### src/rtl/bsuh_pkg.sv
// ----------------------------------------------------------------------------
// bsuh_pkg
// Shared types, constants and slot arithmetic for the bit-sliced set undo
// history.
// ----------------------------------------------------------------------------
package bsuh_pkg;

   localparam int MAX_ELEMENTS = 1024;
   localparam int MAX_SLOTS    = 32;

   localparam int ELEM_AW = $clog2(MAX_ELEMENTS);   // element index width
   localparam int CNT_W   = ELEM_AW + 1;            // holds the count itself
   localparam int SLOT_W  = 5;                      // slot index width
   localparam int SLOTS_W = 6;                      // slot count width
   localparam int PADDR_W = 3;

   localparam logic [ELEM_AW-1:0] ELEM_LAST = ELEM_AW'(MAX_ELEMENTS - 1);

   // Register indexes on the configuration port.
   localparam logic REG_SLOTS = 1'b0;
   localparam logic REG_COUNT = 1'b1;

   typedef enum logic [2:0] {
      OP_SAVE_BEGIN = 3'd0,
      OP_SAVE_MEMBER = 3'd1,
      OP_SAVE_END   = 3'd2,
      OP_UNDO       = 3'd3,
      OP_REDO       = 3'd4,
      OP_READ       = 3'd5
   } op_type;

   typedef enum logic [1:0] {
      STAT_DONE    = 2'd0,
      STAT_NO_UNDO = 2'd1,
      STAT_NO_REDO = 2'd2,
      STAT_DROPPED = 2'd3
   } status_type;

   typedef enum logic [2:0] {
      ST_CLEAR,
      ST_IDLE,
      ST_MEMBER,
      ST_READ,
      ST_SWEEP
   } state_type;

   // Effective configuration, already saturated into legal ranges.
   typedef struct packed {
      logic [SLOTS_W-1:0] slots;
      logic [CNT_W-1:0]   count;
   } cfg_type;

   typedef struct packed {
      logic             member;
      logic             can_undo;
      logic             can_redo;
      status_type       status;
      logic [SLOT_W-1:0] current_slot;
   } rsp_type;

   function automatic logic [SLOT_W-1:0] slot_fwd(input logic [SLOT_W-1:0]  s,
                                                  input logic [SLOTS_W-1:0] n);
      logic [SLOT_W-1:0] r;
      if ({1'b0, s} >= n - SLOTS_W'(1)) r = '0;
      else r = s + SLOT_W'(1);
      return r;
   endfunction

   function automatic logic [SLOT_W-1:0] slot_back(input logic [SLOT_W-1:0]  s,
                                                   input logic [SLOTS_W-1:0] n);
      logic [SLOTS_W-1:0] w;
      logic [SLOT_W-1:0]  r;
      w = n - SLOTS_W'(1);
      if (s == '0) r = w[SLOT_W-1:0];
      else r = s - SLOT_W'(1);
      return r;
   endfunction

endpackage

### src/rtl/bsuh_csr.sv
// ----------------------------------------------------------------------------
// bsuh_csr
// Configuration registers on the APB-style port, with saturation of the
// stored values into their effective ranges.
// ----------------------------------------------------------------------------
module bsuh_csr
   import bsuh_pkg::*;
(
   input  logic               clock,
   input  logic               reset,
   input  logic               psel,
   input  logic               penable,
   input  logic               pwrite,
   input  logic [PADDR_W-1:0] paddr,
   input  logic [31:0]        pwdata,
   output logic [31:0]        prdata,
   output logic               pready,
   output cfg_type            cfg
);

   logic [SLOTS_W-1:0] slots_ff, slots_in;
   logic [CNT_W-1:0]   count_ff, count_in;
   logic               wr_hit;

   assign pready = 1'b1;
   assign wr_hit = psel & penable & pwrite;

   always_comb begin
      slots_in = slots_ff;
      count_in = count_ff;
      if (wr_hit) begin
         case (paddr[2])
            REG_SLOTS: slots_in = pwdata[SLOTS_W-1:0];
            REG_COUNT: count_in = pwdata[CNT_W-1:0];
            default: ;
         endcase
      end
   end

   always_ff @(posedge clock) begin
      if (reset) begin
         slots_ff <= SLOTS_W'(MAX_SLOTS);
         count_ff <= CNT_W'(MAX_ELEMENTS);
      end else begin
         slots_ff <= slots_in;
         count_ff <= count_in;
      end
   end

   always_comb begin
      case (paddr[2])
         REG_SLOTS: prdata = {{(32-SLOTS_W){1'b0}}, slots_ff};
         REG_COUNT: prdata = {{(32-CNT_W){1'b0}}, count_ff};
         default:   prdata = '0;
      endcase
   end

   // Out-of-range settings saturate into the legal ranges.
   always_comb begin
      if (slots_ff < SLOTS_W'(2)) cfg.slots = SLOTS_W'(2);
      else if (slots_ff > SLOTS_W'(MAX_SLOTS)) cfg.slots = SLOTS_W'(MAX_SLOTS);
      else cfg.slots = slots_ff;

      if (count_ff == '0) cfg.count = CNT_W'(1);
      else if (count_ff > CNT_W'(MAX_ELEMENTS)) cfg.count = CNT_W'(MAX_ELEMENTS);
      else cfg.count = count_ff;
   end

endmodule

### config.mk
export PLATFORM = sky130hd
export DESIGN_NAME = bsuh_csr
export DESIGN_NICKNAME = d
export VERILOG_FILES = /design/src/rtl/bsuh_pkg.sv /design/src/rtl/bsuh_csr.sv
export SDC_FILE = /design/constraint.sdc
export NUM_CORES = 1
export LEC_CHECK = 0
export BUFFER_PORTS_ARGS = -buffer_cell sky130_fd_sc_hd__buf_4
export CAP_MARGIN = 10
export CORE_MARGIN = 4
export CORE_UTILIZATION = 35
export CTS_BUF_LIST = sky130_fd_sc_hd__clkbuf_16
export DETAILED_ROUTE_END_ITERATION = 12
export GPL_TIMING_DRIVEN = 0
export MAX_ROUTING_LAYER = met4
export PLACE_DENSITY = 0.77
export SYNTH_ARGS = -nofsm -noshare
export SYNTH_HDL_FRONTEND = slang
export SYNTH_SLANG_ARGS = --single-unit
### constraint.sdc
create_clock -name clock -period 1.1 [get_ports clock]
set_input_delay 0.055 -clock clock [delete_from_list [all_inputs] [get_ports clock]]
set_output_delay 0.055 -clock clock [all_outputs]
set_load 0.02 [all_outputs]
==> run metrics, run 1 <==
area delta synth->final 59.24%; # clock sinks 17; H-tree depth 1; Post-CTS Hold Fix Bufs 0; Startpoint Class register; total via count after detailed routing 1009; # diodes 0; FFs w/ async S/R, synth 0%; Pwr Density just over 900 mW/mm²; reg2reg setup slack ~320 ps; Yosys reg bits 17; Final min period approximately 1400 ps; MaxCap Viol Count 0; final setup vio count 5; ys flop type dfxtp_1; critical-path maximum fanout 2; VDD IR-drop max about 0.00038 V; Crit-path slowest cell or3_4; initial antenna violation count 0; drt pass-1 iters 4; RSZ-0062 raised after global routing true; Routed Wire Length 3.005 mm; met2 usage 22.76%; failing checks negative setup slack; std cell rows 20; Setup TNS Final -772.6 ps; Worst Hold Class primary input to register; Worst EP required 1040 ps; YS warnings 0; period utilisation layout 124.2%; Die Ht 65.51 µm; Port Buf Inserts 43; Initial Util 37.30%; Core ar. between 0.003 and 0.004 mm²; PnR worst setup slack -265.8 ps; synthesized area per cell 8.768 µm²; Worst EP arrival 1310 ps; die area 0.004291 mm²; via/cell ratio 4.102; Synth cell types 22; worst r2r src count_ff[10]; Setup CP Type register to output port; Final Hold Fails 0; Clock Latency Late Sink 250 ps; met3 usage 3.590%; mapped cell area 0.001157 mm²; clock tree buffer depth 2; gpl congestion 0.8015; share of layout cells above drive strength 1 50.50%; maximum clock rate roughly 730 MHz; leak pwr a little over 0.9 nW; status finished with violations; Die Width 65.51 µm; top area cells in the synthesized netlist dfxtp_1, mux2i_1, buf_4; r2r endpoint count_ff[10]; hold_sp pwdata[6]; register area 360.3 µm²; Yosys top cell by area dfxtp_1; hold depth 3; cells on worst reg2reg path 3; Routed wire per std cell 12.22 µm; CP peak stage delay 380 ps; GRT Util Overall 14.10%; count leader, synth nand2b_1; Yosys top cell area share 29.41%; initial drt markers 18; GR Util met1 approximately 17%; largest net degree at the start of global routing 11; FILL cells 288; Gate Count Post-Synth 132; multi-input combinational cell area 737.0 µm²; Post-synth EDFFs 0; vias in the first global route 924; Seq/Total Area, Yosys between 20% and 30%; clock-pin transition on the worst setup and hold timing paths about 50 ps; global-route wire length before repair about 4.5 mm; Hold EP count_ff[6]; CP Capture Type output port; cell chain of the critical path or3_4, o211a_1, buf_6; layer with the highest usage met2; Clock Skew 0 ps; grt total ovfl 0; Final Max Tran Viols 0; pre-CTS WS -66.90 ps; Num CTS Buffers 3; DRC errors left 0; fin nets 243; Synth top cells by count nand2b_1, buf_4, dfxtp_1, mux2i_1, nor2b_1; CTS tree built; Root Buffer clkbuf_16; IO Pins 90; post-route antenna net violation count 0
-- through the flow --
stage / power, W / hold WS [ps] / utilization, % / cells / cell area (µm²)
after floorplan: 0.0008865 / 209.8 / - / 152 / 1236
after global placement: 0.0009766 / 320.2 / 52.02 / 239 / 1614
after detailed placement: 0.0009785 / 325.6 / 52.02 / 239 / 1614
after CTS: 0.001704 / 70.46 / 57.18 / 245 / 1774
after global routing: 0.001776 / 82.31 / 59.40 / 246 / 1843
final: 0.001721 / 63.19 / 59.40 / 246 / 1843
-- power breakdown --
group,internal (W),switching (W)
Clock,0.000483,0.000248
Combinational,0.000177,0.000172
Sequential,0.000623,0.0000167
-- routing by layer --
layer	part of all wire (%)	vias up
met3	7.0	5
met1	43	444
met5	0	-
met2	48	37
met4	1.3	0
li1	-	523
-- placed cells by master (no fill, tap or decap), drive strengths merged --
cell | netlist | layout
mux2 | 4 | 4
mux2i | 17 | 17
nand2 | 2 | 2
nor2b | 12 | 12
a21oi | 1 | 1
and4 | 1 | 1
nand4b | 1 | 1
buf | 25 | 72
and2 | 5 | 5
or3 | 1 | 1
nor4 | 2 | 2
o21ai | 2 | 2
conb | 2 | 22
dfxtp | 17 | 17
o211a | 1 | 1
nand2b | 25 | 25
nor2 | 5 | 5
inv | 3 | 4
clkbuf | 5 | 7
a32o | 1 | 1
-- final cells by class --
class / instances / share of cell area [%]
flip-flops and latches: 17 / 19.55
inverters: 3 / 0.6110
clock inverters: 1 / 0.2037
repair buffers: 46 / 20.37
plain buffers: 30 / 12.22
well taps: 44 / 2.987
clock buffers: 3 / 4.073
multi-input cells: 102 / 39.99
-- kinds of logic (layout without fill, tap and decap cells) --
family / count (synthesis) / count (layout) / share of synthesized area [%]
compound gates: 5 / 5 / 3.027
buf+inv: 33 / 83 / 19.46
flops: 17 / 17 / 29.41
mux: 21 / 21 / 18.59
other cells: 2 / 22 / 0.6489
simple gates: 54 / 54 / 28.86
-- worst max-delay path by stage --
stage	start	endpoint	slack, ps	cells after the start
final	slots_ff[2]	cfg[11]	-270	3
after global routing	slots_ff[2]	cfg[11]	-310	3
after floorplan	slots_ff[2]	cfg[11]	60	2
after global placement	slots_ff[2]	cfg[11]	-60	3
after detailed placement	slots_ff[2]	cfg[11]	-70	3
after CTS	slots_ff[2]	cfg[11]	-270	3
-- flip-flops by register name, summed over array words and instances, names as in the netlist --
signal    cells
slots_ff      6
count_ff     11
-- critical path: cells and delay by family, from the launching register on --
kind | cells | cell delay, ps
AOI/OAI and AO/OA | 1 | 230
and+or+nand+nor | 1 | 380
buffers and inverters | 1 | 130
DFF | 1 | 320
-- timing repair --
item                                    CTS  global route
setup buffers                             2             1
gates resized for setup                  22            19
endpoints found under the setup margin   14            15
pin swaps                                 4             3
(Power assumes the default switching activity.)
==> inputs of run 2 (changes only) <==
==> constraint.sdc (replaced) <==
create_clock -name clock -period 1.7 [get_ports clock]
set_input_delay 0.085 -clock clock [delete_from_list [all_inputs] [get_ports clock]]
set_output_delay 0.085 -clock clock [all_outputs]
set_load 0.02 [all_outputs]
==> run metrics, run 2 (synthesis results as in run 1) <==
status finished clean (was finished with violations); Pwr Density 643.7 mW/mm² (was 934.0 mW/mm²); MaxCap Viol Count 0 (unchanged); Setup TNS Final 0 ps (was -772.6 ps); Root Buffer clkbuf_16 (unchanged); gpl congestion 0.7394 (was 0.8015); RSZ-0062 raised after global routing false (was true); CTS tree built (unchanged); maximum clock rate approximately 700 MHz; clock-pin transition on the worst setup and hold timing paths 50 ps (about the same); Worst EP required 1620 ps (was 1040 ps); final setup vio count 0 (was 5); area delta synth->final 46.05% (was 59.24%); Final min period 1421 ps; post-cts resize count 0 (was 22); fin nets 240 (was 243); Worst Hold Class primary input to register (unchanged); # clock sinks 17 (unchanged); IO Pins 90 (unchanged); Initial Util 37.30% (unchanged); clock tree buffer depth 2 (unchanged); critical-path maximum fanout 4 (was 2); drt pass-1 iters 2 (was 4); # diodes 0 (unchanged); vias in the first global route 913 (was 924); VDD IR-drop max 0.0003224 V (was 0.0003814 V); std cell rows 20 (unchanged); Tot Pwr 0.001088 W (was 0.001721 W); DRC errors left 0 (unchanged); Final Max Tran Viols 0 (unchanged); Setup CP Type register to output port (unchanged); global-route wire length before repair 4.077 mm (was 4.505 mm); Most flops, register count_ff (unchanged); post-route antenna net violation count 0 (unchanged); Final Hold Fails 0 (unchanged); largest net degree at the start of global routing 11 (unchanged); Startpoint Class register (unchanged); H-tree depth 1 (unchanged); via/cell ratio 4.115 (was 4.102); Final HPWL DP 2.133 mm; Clock Latency Late Sink 240 ps (was 250 ps); total via count after detailed routing 1000 (was 1009); Die Ht 65.51 µm (unchanged); Routed Wire Length 2.600 mm (was 3.005 mm); max reg flops 11 (unchanged); GRT Util Overall 12.55% (was 14.10%); period utilisation layout 83.60%; share of layout cells above drive strength 1 39.20% (was 50.50%); Routed wire per std cell 10.70 µm (was 12.22 µm); Post-CTS Hold Fix Bufs 0 (unchanged); Core ar. 0.003103 mm² (unchanged); Worst EP arrival 1340 ps (was 1310 ps); commonest non-fill, non-tap cell in the layout buf_4 (unchanged); initial antenna violation count 0 (unchanged); initial drt markers 7 (was 18); Setup Fix Bufs, Post-CTS 0 (was 2); CP Capture Type output port (unchanged); leak pwr 0.8580 nW (was 0.9135 nW); die area 0.004291 mm² (unchanged); grt total ovfl 0 (unchanged); Num CTS Buffers 3 (unchanged); Clock Skew 0 ps (unchanged); most frequent cells in the layout buf_4, nand2b_1, conb_1, mux2i_1, dfxtp_1 (unchanged); Die Width 65.51 µm (unchanged); Port Buf Inserts 43 (unchanged); Top Registers count_ff: 11 flops, slots_ff: 6 flops (unchanged)
-- run 2: power by group --
group          total [W]  internal, W  switching [W]
Sequential      0.000417     0.000408     0.00000840
Combinational   0.000208     0.000103       0.000105
Clock           0.000464     0.000314       0.000149
Total            0.00109     0.000825       0.000263
-- run 2: area by class of cell --
type,instances,area [µm²]
repair buffers,43,322.8
well taps,44,55.05
clock buffers,3,75.07
clock inverters,1,5.005
fillers,331,1413
plain buffers,30,214.0
flip-flops and latches,17,340.3
multi-input cells,102,666.9
inverters,3,11.26
-- run 2: path summary, 6_finish.rpt --
path	from	endpoint	slack (ps)	cells past startpoint
worst min-delay path	pwdata[10]	count_ff[10]	90	3
worst max register to register	count_ff[10]	count_ff[10]	700	3
worst min register to register	count_ff[8]	count_ff[8]	500	2
worst max-delay path	slots_ff[2]	cfg[11]	280	3
-- run 2: layer usage --
metal | up-vias | GRT usage, % | routed length [µm]
met1 | 440 | 15.50 | 1135
met2 | 39 | 19.97 | 1240
li1 | 517 | - | -
met4 | 0 | 4.663 | 27
met3 | 4 | 2.906 | 195
met5 | - | - | 0
-- run 2: stage by stage --
step	area (µm²)	hold WS (ps)	utilization (%)	worst slack, ps	cells
floorplan	1232	239.8	-	556.0	152
global placement	1610	343.8	51.90	536.4	239
detailed placement	1610	349.5	51.90	543.6	239
CTS	1690	93.93	54.48	272.1	243
global route	1690	115.7	54.48	214.9	243
finish	1690	94.01	54.48	278.8	243
-- run 2: worst max-delay path: stages (launching register included) --
cell     delay, ps
dfxtp_1        320
or3_1          390
o211a_1        220
buf_4          160
==> inputs of run 3 (changes only) <==
--- a/config.mk
+++ b/config.mk
@@ -5,6 +5,7 @@
 export SDC_FILE = /design/constraint.sdc
 export NUM_CORES = 1
 export LEC_CHECK = 0
+export ABC_AREA = 1
 export BUFFER_PORTS_ARGS = -buffer_cell sky130_fd_sc_hd__buf_4
 export CAP_MARGIN = 10
 export CORE_MARGIN = 4
@@ -13,7 +14,7 @@
 export DETAILED_ROUTE_END_ITERATION = 12
 export GPL_TIMING_DRIVEN = 0
 export MAX_ROUTING_LAYER = met4
-export PLACE_DENSITY = 0.77
+export PLACE_DENSITY = 0.8
 export SYNTH_ARGS = -nofsm -noshare
 export SYNTH_HDL_FRONTEND = slang
 export SYNTH_SLANG_ARGS = --single-unit
==> constraint.sdc (replaced) <==
create_clock -name clock -period 1.3 [get_ports clock]
set_input_delay 0.065 -clock clock [delete_from_list [all_inputs] [get_ports clock]]
set_output_delay 0.065 -clock clock [all_outputs]
set_load 0.02 [all_outputs]
==> run metrics, run 3 <==
pre-CTS WS 133.8 ps (was 543.6 ps); post-route antenna net violation count 0 (unchanged); Most flops, register count_ff (unchanged); Core ar. 0.003078 mm² (was 0.003103 mm²); maximum clock rate 725.4 MHz; Final Max Tran Viols 0 (unchanged); Gate Count Post-Synth 184 (was 132); grt total ovfl 0 (unchanged); Fin Hold WS 27.47 ps (was 94.01 ps); status finished with violations (was finished clean); Final Hold Fails 0 (unchanged); FFs w/ async S/R, synth 0% (unchanged); Routed wire per std cell 11.11 µm (was 10.70 µm); Top Registers count_ff: 11 flops, slots_ff: 6 flops (unchanged); CP Capture Type output port (unchanged); Yosys top cell area share 29.89% (was 29.41%); RSZ-0062 raised after global routing true (was false); GR Util met1 18.99% (was 15.50%); drt pass-1 iters 4 (was 2); Clock Skew 0 ps (unchanged); met3 usage 3.120% (was 2.906%); period utilisation layout 106.0%; Worst EP arrival 1310 ps (was 1340 ps); Yosys reg bits 17 (unchanged); layer with the highest usage met2 (unchanged); vias in the first global route 1199 (was 913); Root Buffer clkbuf_16 (unchanged); Tot Pwr 0.001599 W (was 0.001088 W); global-route wire length before repair 5.319 mm (was 4.077 mm); Final min period about 1400 ps; Yosys top cell by area dfxtp_1 (unchanged); most frequent cells in the layout buf_4, nor2_1, inv_1, conb_1, nand2_1 (was buf_4, nand2b_1, conb_1, mux2i_1, dfxtp_1); initial antenna violation count 0 (unchanged); clock-pin transition on the worst setup and hold timing paths 50 ps (about the same); via/cell ratio 4.283 (was 4.115); largest net degree at the start of global routing 11 (unchanged); DRC errors left 0 (unchanged); Worst EP required 1240 ps (was 1620 ps); clock tree buffer depth 2 (unchanged); Pwr Density 869.2 mW/mm² (was 643.7 mW/mm²); VDD IR-drop max 0.0006242 V (was 0.0003224 V); PnR worst setup slack -78.49 ps (was 278.8 ps); count leader, synth nor2_1 (was nand2b_1); Setup CP Type register to output port (unchanged); GRT Util Overall 16.38% (was 12.55%); fin nets 297 (was 240); area delta synth->final 61.54% (was 46.05%); die area 0.004230 mm² (was 0.004291 mm²); initial drt markers 48 (was 7); std cell rows 20 (unchanged); gpl congestion 0.9051 (was 0.7394); ys flop type dfxtp_1 (unchanged); Worst Hold Class primary input to register (unchanged); max reg flops 11 (unchanged); final setup vio count 9 (was 0); top area cells in the synthesized netlist dfxtp_1, nor2_1, buf_4 (was dfxtp_1, mux2i_1, buf_4); Clock Latency Late Sink 250 ps (was 240 ps); commonest non-fill, non-tap cell in the layout buf_4 (unchanged); critical-path maximum fanout 8 (was 4); Num CTS Buffers 3 (unchanged); Synth top cells by count nor2_1, inv_1, buf_4 (was nand2b_1, buf_4, dfxtp_1, mux2i_1, nor2b_1); Port Buf Inserts 43 (unchanged); share of layout cells above drive strength 1 45.31% (was 39.20%); YS warnings 0 (unchanged); MaxCap Viol Count 0 (unchanged); Startpoint Class register (unchanged); # clock sinks 17 (unchanged); H-tree depth 1 (unchanged); Synth cell types 18 (was 22); Seq/Total Area, Yosys 29.89% (was 29.41%); Routed Wire Length 3.334 mm (was 2.600 mm); Post-synth EDFFs 0 (unchanged); # diodes 0 (unchanged); synthesized area per cell 6.188 µm² (was 8.768 µm²); Die Ht 65.04 µm (was 65.51 µm); Die Width 65.04 µm (was 65.51 µm); leak pwr 1.011 nW (was 0.8580 nW); mapped cell area 0.001139 mm² (was 0.001157 mm²); Final HPWL DP 2.389 mm (was 2.133 mm); IO Pins 90 (unchanged); CTS tree built (unchanged); total via count after detailed routing 1285 (was 1000); Initial Util 36.99% (was 37.30%); failing checks negative setup slack; met2 usage 28.10% (was 19.97%)
## run 3: logic make-up (layout without fill, tap and decap cells)
family | after synthesis | in the layout | share of synthesized area [%]
compound gates | 26 | 26 | 11.43
buf+inv | 57 | 109 | 27.58
flops | 17 | 17 | 29.89
other cells | 2 | 22 | 0.6596
simple gates | 82 | 82 | 30.44
## run 3: metal layers
metal,up-vias,share of wire [%]
met4,0,2.7
met3,12,8.5
met5,-,0
met1,547,39
li1,656,-
met2,70,50
## run 3: timing repair
item	in CTS	in global routing
setup endpoints to repair	9	10
endpoints found under the hold margin	0	0
hold buffers	0	0
resized for setup	22	31
cloned	0	0
buffers inserted	4	1
pin swaps	10	11
## run 3: final cells by class
type                       count  area, µm²
multi-input combinational    130      634.4
buffer                        28      205.2
fill                         302       1239
timing repair buffer          48      375.4
clock buffer                   3      75.07
tap                           44      55.05
inverter                      29      108.9
clock inverter                 1      5.005
sequential                    17      380.4
## run 3: path summary, 6_finish.rpt
check	depth (start not counted)	slack (ps)	end	from
setup / recovery	6	-80	cfg[8]	count_ff[7]
hold / removal	3	30	count_ff[10]	pwdata[10]
setup reg to reg	3	480	count_ff[4]	count_ff[4]
hold reg to reg	2	530	count_ff[8]	count_ff[8]
## run 3: stage by stage
stage	instance area (µm²)	util, %	std cells	setup TNS, ps
after floorplan	1214	-	204	0
after global placement	1592	51.71	291	0
after detailed placement	1592	51.71	291	0
after CTS	1769	57.48	299	-332.3
after global routing	1839	59.76	300	-954.6
final	1839	59.76	300	-415.6
## run 3: worst max-delay path: stages, from the launching register on
cell,delay (ps)
dfxtp_4,350
nor2_4,130
nand3_4,100
nor2_4,140
nor2_4,80
nor2_1,110
buf_4,160
## run 3: power by group
group / internal [W] / switching, W
Sequential: 0.000528 / 0.0000246
Combinational: 0.000185 / 0.000248
Clock: 0.000411 / 0.000202
Total: 0.00112 / 0.000475
