==> src/rtl/bsuh_pkg.sv <==
// ----------------------------------------------------------------------------
// bsuh_pkg
// Shared types, constants and slot arithmetic for the bit-sliced set undo
// history.
// ----------------------------------------------------------------------------
package bsuh_pkg;

   localparam int MAX_ELEMENTS = 1024;
   localparam int MAX_SLOTS    = 32;

   localparam int ELEM_AW = $clog2(MAX_ELEMENTS);   // element index width
   localparam int CNT_W   = ELEM_AW + 1;            // holds the count itself
   localparam int SLOT_W  = 5;                      // slot index width
   localparam int SLOTS_W = 6;                      // slot count width
   localparam int PADDR_W = 3;

   localparam logic [ELEM_AW-1:0] ELEM_LAST = ELEM_AW'(MAX_ELEMENTS - 1);

   // Register indexes on the configuration port.
   localparam logic REG_SLOTS = 1'b0;
   localparam logic REG_COUNT = 1'b1;

   typedef enum logic [2:0] {
      OP_SAVE_BEGIN = 3'd0,
      OP_SAVE_MEMBER = 3'd1,
      OP_SAVE_END   = 3'd2,
      OP_UNDO       = 3'd3,
      OP_REDO       = 3'd4,
      OP_READ       = 3'd5
   } op_type;

   typedef enum logic [1:0] {
      STAT_DONE    = 2'd0,
      STAT_NO_UNDO = 2'd1,
      STAT_NO_REDO = 2'd2,
      STAT_DROPPED = 2'd3
   } status_type;

   typedef enum logic [2:0] {
      ST_CLEAR,
      ST_IDLE,
      ST_MEMBER,
      ST_READ,
      ST_SWEEP
   } state_type;

   // Effective configuration, already saturated into legal ranges.
   typedef struct packed {
      logic [SLOTS_W-1:0] slots;
      logic [CNT_W-1:0]   count;
   } cfg_type;

   typedef struct packed {
      logic             member;
      logic             can_undo;
      logic             can_redo;
      status_type       status;
      logic [SLOT_W-1:0] current_slot;
   } rsp_type;

   function automatic logic [SLOT_W-1:0] slot_fwd(input logic [SLOT_W-1:0]  s,
                                                  input logic [SLOTS_W-1:0] n);
      logic [SLOT_W-1:0] r;
      if ({1'b0, s} >= n - SLOTS_W'(1)) r = '0;
      else r = s + SLOT_W'(1);
      return r;
   endfunction

   function automatic logic [SLOT_W-1:0] slot_back(input logic [SLOT_W-1:0]  s,
                                                   input logic [SLOTS_W-1:0] n);
      logic [SLOTS_W-1:0] w;
      logic [SLOT_W-1:0]  r;
      w = n - SLOTS_W'(1);
      if (s == '0) r = w[SLOT_W-1:0];
      else r = s - SLOT_W'(1);
      return r;
   endfunction

endpackage

==> src/rtl/bsuh_engine.sv <==
// ----------------------------------------------------------------------------
// bsuh_engine
// Sequencer for the flag store: clearing pass, read-modify-write of single
// words, and column sweeps for save begin and save end.
// ----------------------------------------------------------------------------
module bsuh_engine
   import bsuh_pkg::*;
(
   input  logic                 clock,
   input  logic                 reset,
   input  cfg_type              cfg,
   input  logic                 req_valid,
   output logic                 req_ready,
   input  logic [2:0]           req_operation,
   input  logic [ELEM_AW-1:0]   req_element,
   input  logic                 out_free,
   output logic                 res_valid,
   output rsp_type              res,
   output logic                 ram_wr_en,
   output logic [ELEM_AW-1:0]   ram_wr_addr,
   output logic [MAX_SLOTS-1:0] ram_wr_data,
   output logic                 ram_rd_en,
   output logic [ELEM_AW-1:0]   ram_rd_addr,
   input  logic [MAX_SLOTS-1:0] ram_rd_data
);

   state_type          state_ff, state_in;
   logic [SLOT_W-1:0]  slot_ff, slot_in;
   logic [SLOT_W-1:0]  undo_ff, undo_in;
   logic [SLOT_W-1:0]  redo_ff, redo_in;
   op_type             op_ff, op_in;
   logic [CNT_W-1:0]   rd_idx_ff, rd_idx_in;
   logic [ELEM_AW-1:0] last_addr_ff, last_addr_in;
   logic [ELEM_AW-1:0] elem_ff, elem_in;
   logic [ELEM_AW-1:0] clr_idx_ff, clr_idx_in;
   logic               diff_ff, diff_in;

   logic [MAX_SLOTS-1:0] cur_mask;
   logic [SLOT_W-1:0]    prev_slot;
   logic                 elem_ok;
   logic                 diff_now;
   logic                 member;
   status_type           status;
   op_type               req_op;

   assign cur_mask  = MAX_SLOTS'(1) << slot_ff;
   assign prev_slot = slot_back(slot_ff, cfg.slots);
   assign elem_ok   = {1'b0, req_element} < cfg.count;
   assign req_op    = op_type'(req_operation);
   assign diff_now  = diff_ff | (ram_rd_data[slot_ff] != ram_rd_data[prev_slot]);

   always_ff @(posedge clock) begin
      if (reset) begin
         state_ff   <= ST_CLEAR;
         slot_ff    <= '0;
         undo_ff    <= '0;
         redo_ff    <= '0;
         clr_idx_ff <= '0;
      end else begin
         state_ff   <= state_in;
         slot_ff    <= slot_in;
         undo_ff    <= undo_in;
         redo_ff    <= redo_in;
         clr_idx_ff <= clr_idx_in;
      end
   end

   always_ff @(posedge clock) begin
      op_ff        <= op_in;
      rd_idx_ff    <= rd_idx_in;
      last_addr_ff <= last_addr_in;
      elem_ff      <= elem_in;
      diff_ff      <= diff_in;
   end

   always_comb begin
      state_in     = state_ff;
      slot_in      = slot_ff;
      undo_in      = undo_ff;
      redo_in      = redo_ff;
      op_in        = op_ff;
      rd_idx_in    = rd_idx_ff;
      last_addr_in = last_addr_ff;
      elem_in      = elem_ff;
      clr_idx_in   = clr_idx_ff;
      diff_in      = diff_ff;
      req_ready    = 1'b0;
      res_valid    = 1'b0;
      member       = 1'b0;
      status       = STAT_DONE;
      ram_wr_en    = 1'b0;
      ram_wr_addr  = last_addr_ff;
      ram_wr_data  = ram_rd_data;
      ram_rd_en    = 1'b0;
      ram_rd_addr  = rd_idx_ff[ELEM_AW-1:0];

      case (state_ff)
         ST_CLEAR: begin
            ram_wr_en   = 1'b1;
            ram_wr_addr = clr_idx_ff;
            ram_wr_data = '0;
            clr_idx_in  = clr_idx_ff + ELEM_AW'(1);
            if (clr_idx_ff == ELEM_LAST) begin
               state_in = ST_IDLE;
            end
         end

         ST_IDLE: begin
            req_ready = out_free;
            if (req_valid && out_free) begin
               case (req_op)
                  OP_SAVE_BEGIN, OP_SAVE_END: begin
                     if (req_op == OP_SAVE_BEGIN) begin
                        slot_in = slot_fwd(slot_ff, cfg.slots);
                     end
                     op_in        = req_op;
                     ram_rd_en    = 1'b1;
                     ram_rd_addr  = '0;
                     last_addr_in = '0;
                     rd_idx_in    = CNT_W'(1);
                     diff_in      = 1'b0;
                     state_in     = ST_SWEEP;
                  end
                  OP_SAVE_MEMBER: begin
                     if (elem_ok) begin
                        ram_rd_en   = 1'b1;
                        ram_rd_addr = req_element;
                        elem_in     = req_element;
                        state_in    = ST_MEMBER;
                     end else begin
                        res_valid = 1'b1;
                     end
                  end
                  OP_UNDO: begin
                     res_valid = 1'b1;
                     if (undo_ff == '0) begin
                        status = STAT_NO_UNDO;
                     end else begin
                        slot_in = prev_slot;
                        undo_in = undo_ff - SLOT_W'(1);
                        if (redo_ff != '1) redo_in = redo_ff + SLOT_W'(1);
                     end
                  end
                  OP_REDO: begin
                     res_valid = 1'b1;
                     if (redo_ff == '0) begin
                        status = STAT_NO_REDO;
                     end else begin
                        slot_in = slot_fwd(slot_ff, cfg.slots);
                        redo_in = redo_ff - SLOT_W'(1);
                        if (undo_ff != '1) undo_in = undo_ff + SLOT_W'(1);
                     end
                  end
                  OP_READ: begin
                     if (elem_ok) begin
                        ram_rd_en   = 1'b1;
                        ram_rd_addr = req_element;
                        state_in    = ST_READ;
                     end else begin
                        res_valid = 1'b1;
                     end
                  end
                  default: begin
                     res_valid = 1'b1;
                  end
               endcase
            end
         end

         ST_MEMBER: begin
            ram_wr_en   = 1'b1;
            ram_wr_addr = elem_ff;
            ram_wr_data = ram_rd_data | cur_mask;
            res_valid   = 1'b1;
            state_in    = ST_IDLE;
         end

         ST_READ: begin
            member    = ram_rd_data[slot_ff];
            res_valid = 1'b1;
            state_in  = ST_IDLE;
         end

         ST_SWEEP: begin
            // Write-back trails the read by one word, so the two never collide.
            if (op_ff == OP_SAVE_BEGIN) begin
               ram_wr_en   = 1'b1;
               ram_wr_data = ram_rd_data & ~cur_mask;
            end
            diff_in = diff_now;
            if (rd_idx_ff < cfg.count) begin
               ram_rd_en    = 1'b1;
               last_addr_in = rd_idx_ff[ELEM_AW-1:0];
               rd_idx_in    = rd_idx_ff + CNT_W'(1);
            end else begin
               res_valid = 1'b1;
               state_in  = ST_IDLE;
               if (op_ff == OP_SAVE_END) begin
                  if (!diff_now) begin
                     slot_in = prev_slot;
                     status  = STAT_DROPPED;
                  end else begin
                     if ({1'b0, undo_ff} < cfg.slots - SLOTS_W'(1)) begin
                        undo_in = undo_ff + SLOT_W'(1);
                     end
                     redo_in = '0;
                  end
               end
            end
         end

         default: begin
            state_in = ST_IDLE;
         end
      endcase

      res.member       = member;
      res.can_undo     = (undo_in != '0);
      res.can_redo     = (redo_in != '0);
      res.status       = status;
      res.current_slot = slot_in;
   end

endmodule

==> config.mk <==
export PLATFORM = sky130hd
export DESIGN_NAME = bsuh_engine
export DESIGN_NICKNAME = d
export VERILOG_FILES = /design/src/rtl/bsuh_pkg.sv /design/src/rtl/bsuh_engine.sv
export SDC_FILE = /design/constraint.sdc
export NUM_CORES = 1
export LEC_CHECK = 0
export BUFFER_PORTS_ARGS = -buffer_cell sky130_fd_sc_hd__buf_2
export CORE_MARGIN = 4
export CORE_UTILIZATION = 50
export DETAILED_ROUTE_END_ITERATION = 6
export GPL_TIMING_DRIVEN = 0
export PLACE_DENSITY_LB_ADDON = 0.08
export RECOVER_POWER = 100
export SLEW_MARGIN = 10
export SYNTH_ARGS = -nofsm -noshare
export SYNTH_HDL_FRONTEND = slang
export SYNTH_SLANG_ARGS = --single-unit
==> constraint.sdc <==
create_clock -name clock -period 5 [get_ports clock]
set_input_delay 0.25 -clock clock [delete_from_list [all_inputs] [get_ports clock]]
set_output_delay 0.25 -clock clock [all_outputs]
set_load 0.02 [all_outputs]
==> key figures, run 1 <==
Synth
  – Post-synth top area share: 0.1755
  – Synth async-reset ratio: 0
  – Syn Inst Count: about 740
  – Post-synth EDFFs: 35
  – Mapped Nets: around 850
  – Syn Std Cell Area: ~6000 um2
  – Top cells by area, synth: edfxtp_1, dfxtp_1, ha_1
  – Sequential share of the synthesized area: 0.2691
  – Synth Flop Type: edfxtp_1
  – Syn_area_per_cell: just over 8 um2
  – Post-synth top area cell: edfxtp_1
  – FF+latch count, synth: 63
  – Ys Warns: 0
  – Post-synth cell types: approximately 70

Power and ir drop
  – Leak: 2.803 nW
  – Total power: about 0.0021 W
  – Combinational share of power: 0.414
  – Pwr/cell area: roughly 290 nW/um2
  – Sw Share: 0.3982
  – Flop pwr share: 0.290
  – Clk network pwr share: 0.296
  – NetSw: 0.0008212 W
  – Max VDD drop: between 0.0002 and 0.0003 V
  – Pint: around 0.0012 W

Route
  – Initial DRC count: a little under 700
  – Residual DRC: 0
  – WL per Instance: 20.11 um
  – Final antenna-violating net count: 0
  – First-pass DRT Iterations: 5
  – DR vias: 6514
  – WL final: 20.88 mm
  – Via/cell ratio: between 6 and 7

Floorplanning
  – Die Area: 13790 um2
  – Core area: about 12000 um2
  – Top Ports: about 130
  – FP Rows: 39
  – Die X: between 100 and 150 um
  – Initial Util: 0.5179
  – Die Span Y: between 100 and 150 um

Clocking
  – H-tree Lvls: 3
  – Max Root-Sink Buffers: 2
  – CTS buffer count: 9
  – CTS tree: done
  – Clock Latency Late Sink: ~330 ps
  – CTS clk-pin slew, worst paths: ~60 ps
  – Root Buffer: clkbuf_16
  – # hold bufs at CTS: 0
  – Clk sinks: 63

Cells and area
  – Antenna Cells: 0
  – Area delta synth->final: 20.01%
  – Register area: 1612 um2
  – Fill count: between 1000 and 1500
  – Most common cell after layout, fill and taps aside: clkbuf_1
  – Fin nets: ~1000
  – Multi-input logic area: ~4100 um2
  – Design Area, Final: ~7200 um2
  – Share of layout cells above drive strength 1: 0.1397
  – Most frequent cells in the layout: clkbuf_1, nand2_1, nor2_1

GRT
  – Gr usage total: 0.2916
  – Vias in the first global route: between 6000 and 7000
  – Gr ovfl total: 0
  – Initial antenna violation count: 0
  – Pin count of the biggest net entering global routing: 22
  – First-pass GRT wire length: 32.80 mm

Setup path
  – Slowest-stage cell, CP: or4b_1
  – Critical-path cell list: buf_2 -> buf_4 -> inv_2 -> ha_4 -> nor4b_4 -> buf_4 -> mux2i_4 -> buf_6 -> mux2i_1 -> a22oi_1 -> a21oi_1 -> a211oi_2 -> or4b_1 -> buf_2 -> a21boi_4 -> buf_4 -> a21oi_1 -> o31ai_2 -> buf_4
  – Reg2Reg Setup Slack: between 700 and 800 ps
  – Crit. End Element: output pin
  – CP max stage delay: ~510 ps
  – Worst setup SP type: flip-flop
  – Worst path bufs/invs: 8
  – Required @ worst endpoint: approximately 4800 ps
  – CP most frequent cell: buf_4
  – Crit path max-delay family: buffers and inverters
  – CP Class: flip-flop to output pin
  – Crit-path max FO: 10
  – CP arrival: about 4500 ps

Status
  – Status: completed

Placed design
  – Area post-placement: a little under 7000 um2
  – Routability congestion estimate: 1.010
  – Number of I/O port buffers: between 100 and 150
  – HPWL after detailed placement: about 16 mm

Timing
  – Final period utilization: 0.9542
  – Period minus WS final: ~4800 ps
  – Final setup violation count: 0
  – Layout Skew: 7.460 ps
  – Actual slew at the worst max-slew pin: 1150 ps
  – Fin. max-slew vios: 0
  – Slew HR: 0.2263
  – F_max: roughly 210 MHz
  – Final hold viol count: 0

Hold path
  – HP Class: primary input to flip-flop

Run
  – Max-cap violation count: 0
==> power by group through the flow <==
| stage | combinational (W) | clock (W) | sequential [W] |
|---|---|---|---|
| final | 0.000854 | 0.000610 | 0.000598 |
| after global routing | 0.000922 | 0.000648 | 0.000602 |
| after CTS | 0.000843 | 0.000614 | 0.000598 |
| after detailed placement | 0.000823 | 0 | 0.000608 |
| after global placement | 0.000811 | 0 | 0.000608 |
| after floorplan | 0.000559 | 0 | 0.000598 |
==> layout make-up <==
type / instances / area share
Multi-Input combinational cell: 602 / 0.5758
Sequential cell: 63 / 0.2242
Timing Repair Buffer: 138 / 0.08982
Clock buffer: 11 / 0.03238
Buffer: 47 / 0.03081
Tap cell: 143 / 0.02489
Inverter: 29 / 0.01514
Clock inverter: 5 / 0.006963
==> metal layers <==
layer  up-vias  routed length (um)  global-route usage  part of all wire
li1       3057                   -                   -                 -
met1      3102                9167              0.3903              0.44
met2       307                9587              0.4686              0.46
met3        48                1610             0.06439             0.077
met4         0                 511             0.09817             0.024
met5         -                   0                   0                 0
==> logic make-up (layout without fill, tap and decap cells) <==
kind of cell / after synthesis / count (layout) / share of synthesized area
flip-flops: 63 / 63 / 0.2691
AND/OR/NAND/NOR: 261 / 261 / 0.2150
adder cells (fa/ha/maj): 44 / 44 / 0.09108
XOR/XNOR: 22 / 22 / 0.03217
AO/OA/AOI/OAI: 232 / 232 / 0.2521
buffers and inverters: 76 / 230 / 0.05097
multiplexers: 43 / 43 / 0.08962
==> timing repair <==
item | 4_1_cts | 5_1_grt
buffers inserted | 2 | 5
setup endpoints to repair | 14 | 9
pin swaps | 0 | 4
gates cloned | 0 | 1
resized for setup | 14 | 21
==> worst register-to-register path, cell delays in order, from the launching register on <==
cell and delay, ps:
dfxtp_1 350, buf_2 190, buf_4 200, inv_2 110
ha_4 160, nor4b_4 230, buf_4 170, mux2i_4 320
buf_6 210, mux2i_1 190, a22oi_1 110, a21oi_1 230
a211oi_2 90, or4b_1 520, buf_2 190, a21boi_4 290
mux2i_1 270, o221ai_2 140, nor2b_1 170
==> flip-flops by register name, summed over array words and instances, names as in the netlist <==
signal and flops:
undo_ff 5, diff_ff 1, state_ff 3, redo_ff 5, elem_ff 10, rd_idx_ff 11, clr_idx_ff 10, last_addr_ff 10
op_ff 3, slot_ff 5
==> per-stage QoR <==
step	utilization	TNS (ps)	worst slack [ps]	hold WS (ps)	std cells
detailed placement	0.5896	-2053	-411.7	473.4	1014
floorplan	-	0	702.3	348.9	741
finish	0.6216	0	228.8	198.0	1038
CTS	0.6196	0	6.139	138.4	1032
global route	0.6216	-15.63	-8.435	185.8	1038
global placement	0.5896	-1529	-332.5	468.3	1014
==> cell usage after synthesis, drive strengths merged (5+ instances only) <==
library cell	count
nand2	70
nor2	67
o21ai	62
a21oi	50
ha	42
clkbuf	38
edfxtp	35
mux2i	33
dfxtp	28
inv	28
nand3	25
o211ai	24
a21o	15
a31oi	15
nor3	14
and2	13
nor2b	12
xor2	12
a22o	11
nand2b	11
nand4	11
xnor2	10
a22oi	9
buf	9
and3	8
mux4	8
a211oi	7
or3	6
nor3b	5
nor4	5
==> final timing paths <==
check                         from             to  depth (start not counted)
setup / recovery        slot_ff[1]         res[0]                         19
hold / removal    req_operation[1]       op_ff[1]                          1
setup reg to reg        slot_ff[1]     slot_ff[3]                         18
hold reg to reg      clr_idx_ff[6]  clr_idx_ff[6]                          2
Power figures use the tool's default switching activity.
==> run 2, diff against run 1 <==
Settings changed: CORE_UTILIZATION 50 to 32.
==> run 2 against run 1 <==
Compared with the run above:
- count of clock-buffer cells in the layout decreased by 2
- largest power group unchanged
- clock skew decreased by 0.65 ps
- die area increased by 52%
- fmax increased by 0.32%
- global-route usage decreased by 8.3 points
- cell count increased by 7.9%
- sequential power about the same
- combinational power about the same
- critical path depth decreased by 1
==> key figures, run 2 (synthesis results as in run 1) <==
Setup path
  – Slowest-stage cell, CP: or4b_1 (unchanged)
  – Critical-path cell list: buf_4 -> inv_1 -> ha_4 -> nor4b_4 -> buf_4 -> mux2i_4 -> buf_8 -> mux2i_1 -> a22oi_1 -> nand2_1 -> a211oi_2 -> or4b_1 -> buf_2 -> a31oi_1 -> nor3_2 -> a2bb2oi_1 -> nand4_1 -> clkbuf_2 (was buf_2 -> buf_4 -> inv_2 -> ha_4 -> nor4b_4 -> buf_4 -> mux2i_4 -> buf_6 -> mux2i_1 -> a22oi_1 -> a21oi_1 -> a211oi_2 -> or4b_1 -> buf_2 -> a21boi_4 -> buf_4 -> a21oi_1 -> o31ai_2 -> buf_4)
  – Crit. End Element: output pin (unchanged)
  – CP most frequent cell: buf_4 (unchanged)
  – CP arrival: 4510 ps (was 4520 ps)
  – Required @ worst endpoint: 4750 ps (about the same)
  – Worst setup SP type: flip-flop (unchanged)
  – CP max stage delay: 540 ps (was 510 ps)
  – CP Class: flip-flop to output pin (unchanged)
  – Crit-path max FO: 10 (unchanged)

GRT
  – Vias in the first global route: 5949 (was 6190)
  – Initial antenna violation count: 0 (unchanged)
  – Pin count of the biggest net entering global routing: 22 (unchanged)
  – First-pass GRT wire length: 33.83 mm (was 32.80 mm)
  – Gr usage total: 0.2085 (was 0.2916)
  – Gr ovfl total: 0 (unchanged)

Power and ir drop
  – Combinational share of power: 0.405 (was 0.414)
  – Leak: 2.775 nW (was 2.803 nW)
  – Pint: 0.001246 W (was 0.001241 W)
  – Flop pwr share: 0.283 (was 0.290)
  – NetSw: 0.0008681 W (was 0.0008212 W)
  – Max VDD drop: 0.0002269 V (was 0.0002608 V)
  – Pwr/cell area: 290.2 nW/um2 (was 286.9 nW/um2)
  – Clk network pwr share: 0.312 (was 0.296)
  – Sw Share: 0.4106 (was 0.3982)

Placed design
  – Area post-placement: 6927 um2 (was 6819 um2)
  – HPWL after detailed placement: 17.71 mm (was 16.42 mm)
  – Placed cells: 1100 (was 1014)
  – Number of I/O port buffers: 130 (unchanged)
  – Routability congestion estimate: 0.8761 (was 1.010)

Cells and area
  – Share of layout cells above drive strength 1: 0.1369 (was 0.1397)
  – Antenna Cells: 0 (unchanged)
  – Area delta synth->final: 21.62% (was 20.01%)
  – Max reg flops: 11 (unchanged)
  – Register area: 1612 um2 (unchanged)
  – Non-Filler Instances: 1120 (was 1038)
  – Design Area, Final: 7284 um2 (was 7188 um2)
  – Most common cell after layout, fill and taps aside: clkbuf_1 (unchanged)
  – Top reg by flops: rd_idx_ff (unchanged)
  – Multi-input logic area: 4149 um2 (was 4139 um2)
  – Most frequent cells in the layout: clkbuf_1, nand2_1, nor2_1 (unchanged)
  – Fin nets: 994 (was 998)
  – Fill count: 1973 (was 1101)

Hold path
  – HP Class: primary input to flip-flop (unchanged)

Run
  – Max-cap violation count: 0 (unchanged)

Route
  – WL final: 22.31 mm (was 20.88 mm)
  – DR vias: 6292 (was 6514)
  – Final antenna-violating net count: 0 (unchanged)
  – First-pass DRT Iterations: 6 (was 5)
  – WL per Instance: 19.92 um (was 20.11 um)
  – Via/cell ratio: 5.618 (was 6.276)
  – Initial DRC count: 404 (was 696)
  – Residual DRC: 0 (unchanged)

Floorplanning
  – Die Area: 20970 um2 (was 13790 um2)
  – Die Span Y: 144.8 um (was 117.5 um)
  – Top Ports: 132 (unchanged)
  – Core area: 18210 um2 (was 11560 um2)
  – FP Rows: 49 (was 39)
  – Die X: 144.8 um (was 117.5 um)
  – Initial Util: 0.3289 (was 0.5179)

Timing
  – Final hold viol count: 0 (unchanged)
  – Period minus WS final: 4756 ps (was 4771 ps)
  – Slew HR: 0.1257 (was 0.2263)
  – Setup TNS: 0 ps (unchanged)
  – Final setup violation count: 0 (unchanged)
  – Actual slew at the worst max-slew pin: 1299 ps (was 1150 ps)
  – F_max: 210.3 MHz (was 209.6 MHz)
  – Fin. max-slew vios: 0 (unchanged)
  – RSZ-0062 raised after global routing: false
  – Layout Skew: 6.808 ps (was 7.460 ps)
  – Final period utilization: 0.9512 (was 0.9542)

Clocking
  – CTS clk-pin slew, worst paths: 60 ps (about the same)
  – Clk sinks: 63 (unchanged)
  – # hold bufs at CTS: 0 (unchanged)
  – CTS tree: done (unchanged)
  – CTS buffer count: 9 (unchanged)
  – H-tree Lvls: 3 (unchanged)
  – Max Root-Sink Buffers: 2 (unchanged)
  – Root Buffer: clkbuf_16 (unchanged)
  – Clock Latency Late Sink: 340 ps (was 330 ps)

Status
  – Status: completed (unchanged)
==> run 2: cell types whose count changed in the layout (fill, tap and decap cells not counted), moves of 2 or more <==
cell        change
clkbuf_2        +2
clkinvlp_4      +4
inv_6           +3
inv_2           -2
mux2i_4         +2
mux2i_2         -2
buf_4           -3
clkinv_2        -4
clkbuf_1        -3
==> run 2: layer usage <==
layer | vias up | wire [um] | global-route usage
met3 | 28 | 1294 | 0.03221
met2 | 208 | 10060 | 0.3383
met5 | - | 0 | 0
li1 | 3054 | - | -
met1 | 3002 | 10520 | 0.2885
met4 | 0 | 436 | 0.05842
==> run 2: layout make-up <==
cell class                 count  area share
timing repair buffer         135     0.08245
tap                          229     0.03933
clock inverter                 7     0.01082
inverter                      29     0.01546
buffer                        46     0.03023
multi-input combinational    602      0.5696
clock buffer                   9     0.03092
sequential                    63      0.2212
==> run 2: worst max-delay path: cells and delay by family, from the launching register on <==
family / cells / cell delay (ps)
buf+inv: 6 / 1150
mux: 2 / 540
fa+ha+maj: 1 / 210
simple gates: 5 / 1110
flops: 1 / 460
compound gates: 4 / 680
==> run 2: worst paths after layout <==
check / from / end / slack [ps] / cells after the start
hold reg to reg: clr_idx_ff[6] / clr_idx_ff[6] / 520 / 2
setup / recovery: slot_ff[1] / res[7] / 240 / 18
hold / removal: req_operation[1] / op_ff[1] / 190 / 1
setup reg to reg: slot_ff[1] / slot_ff[3] / 730 / 17
==> run 2: power by group through the flow <==
stage                     logic [W]  registers, W  clock network, W
after floorplan            0.000559      0.000598                 0
after global placement     0.000844      0.000610                 0
after detailed placement   0.000841      0.000609                 0
after CTS                  0.000866      0.000598          0.000675
after global routing       0.000938      0.000604          0.000693
final                      0.000856      0.000599          0.000659
==> run 2: per-stage QoR <==
stage,total power [W],utilization,setup slack [ps],hold slack [ps]
2_1_floorplan,0.001158,-,702.3,348.9
3_3_place_gp,0.001454,0.3804,-611.3,479.9
3_5_place_dp,0.001450,0.3804,-556.4,476.1
4_1_cts,0.002139,0.4022,33.95,119.3
5_1_grt,0.002235,0.4001,19.80,164.7
6_report,0.002114,0.4001,243.9,189.4
==> run 2: timing repair <==
item,4_1_cts,5_1_grt
setup endpoints to repair,18,9
pin swaps,1,1
resized for setup,19,11
setup buffers,3,2
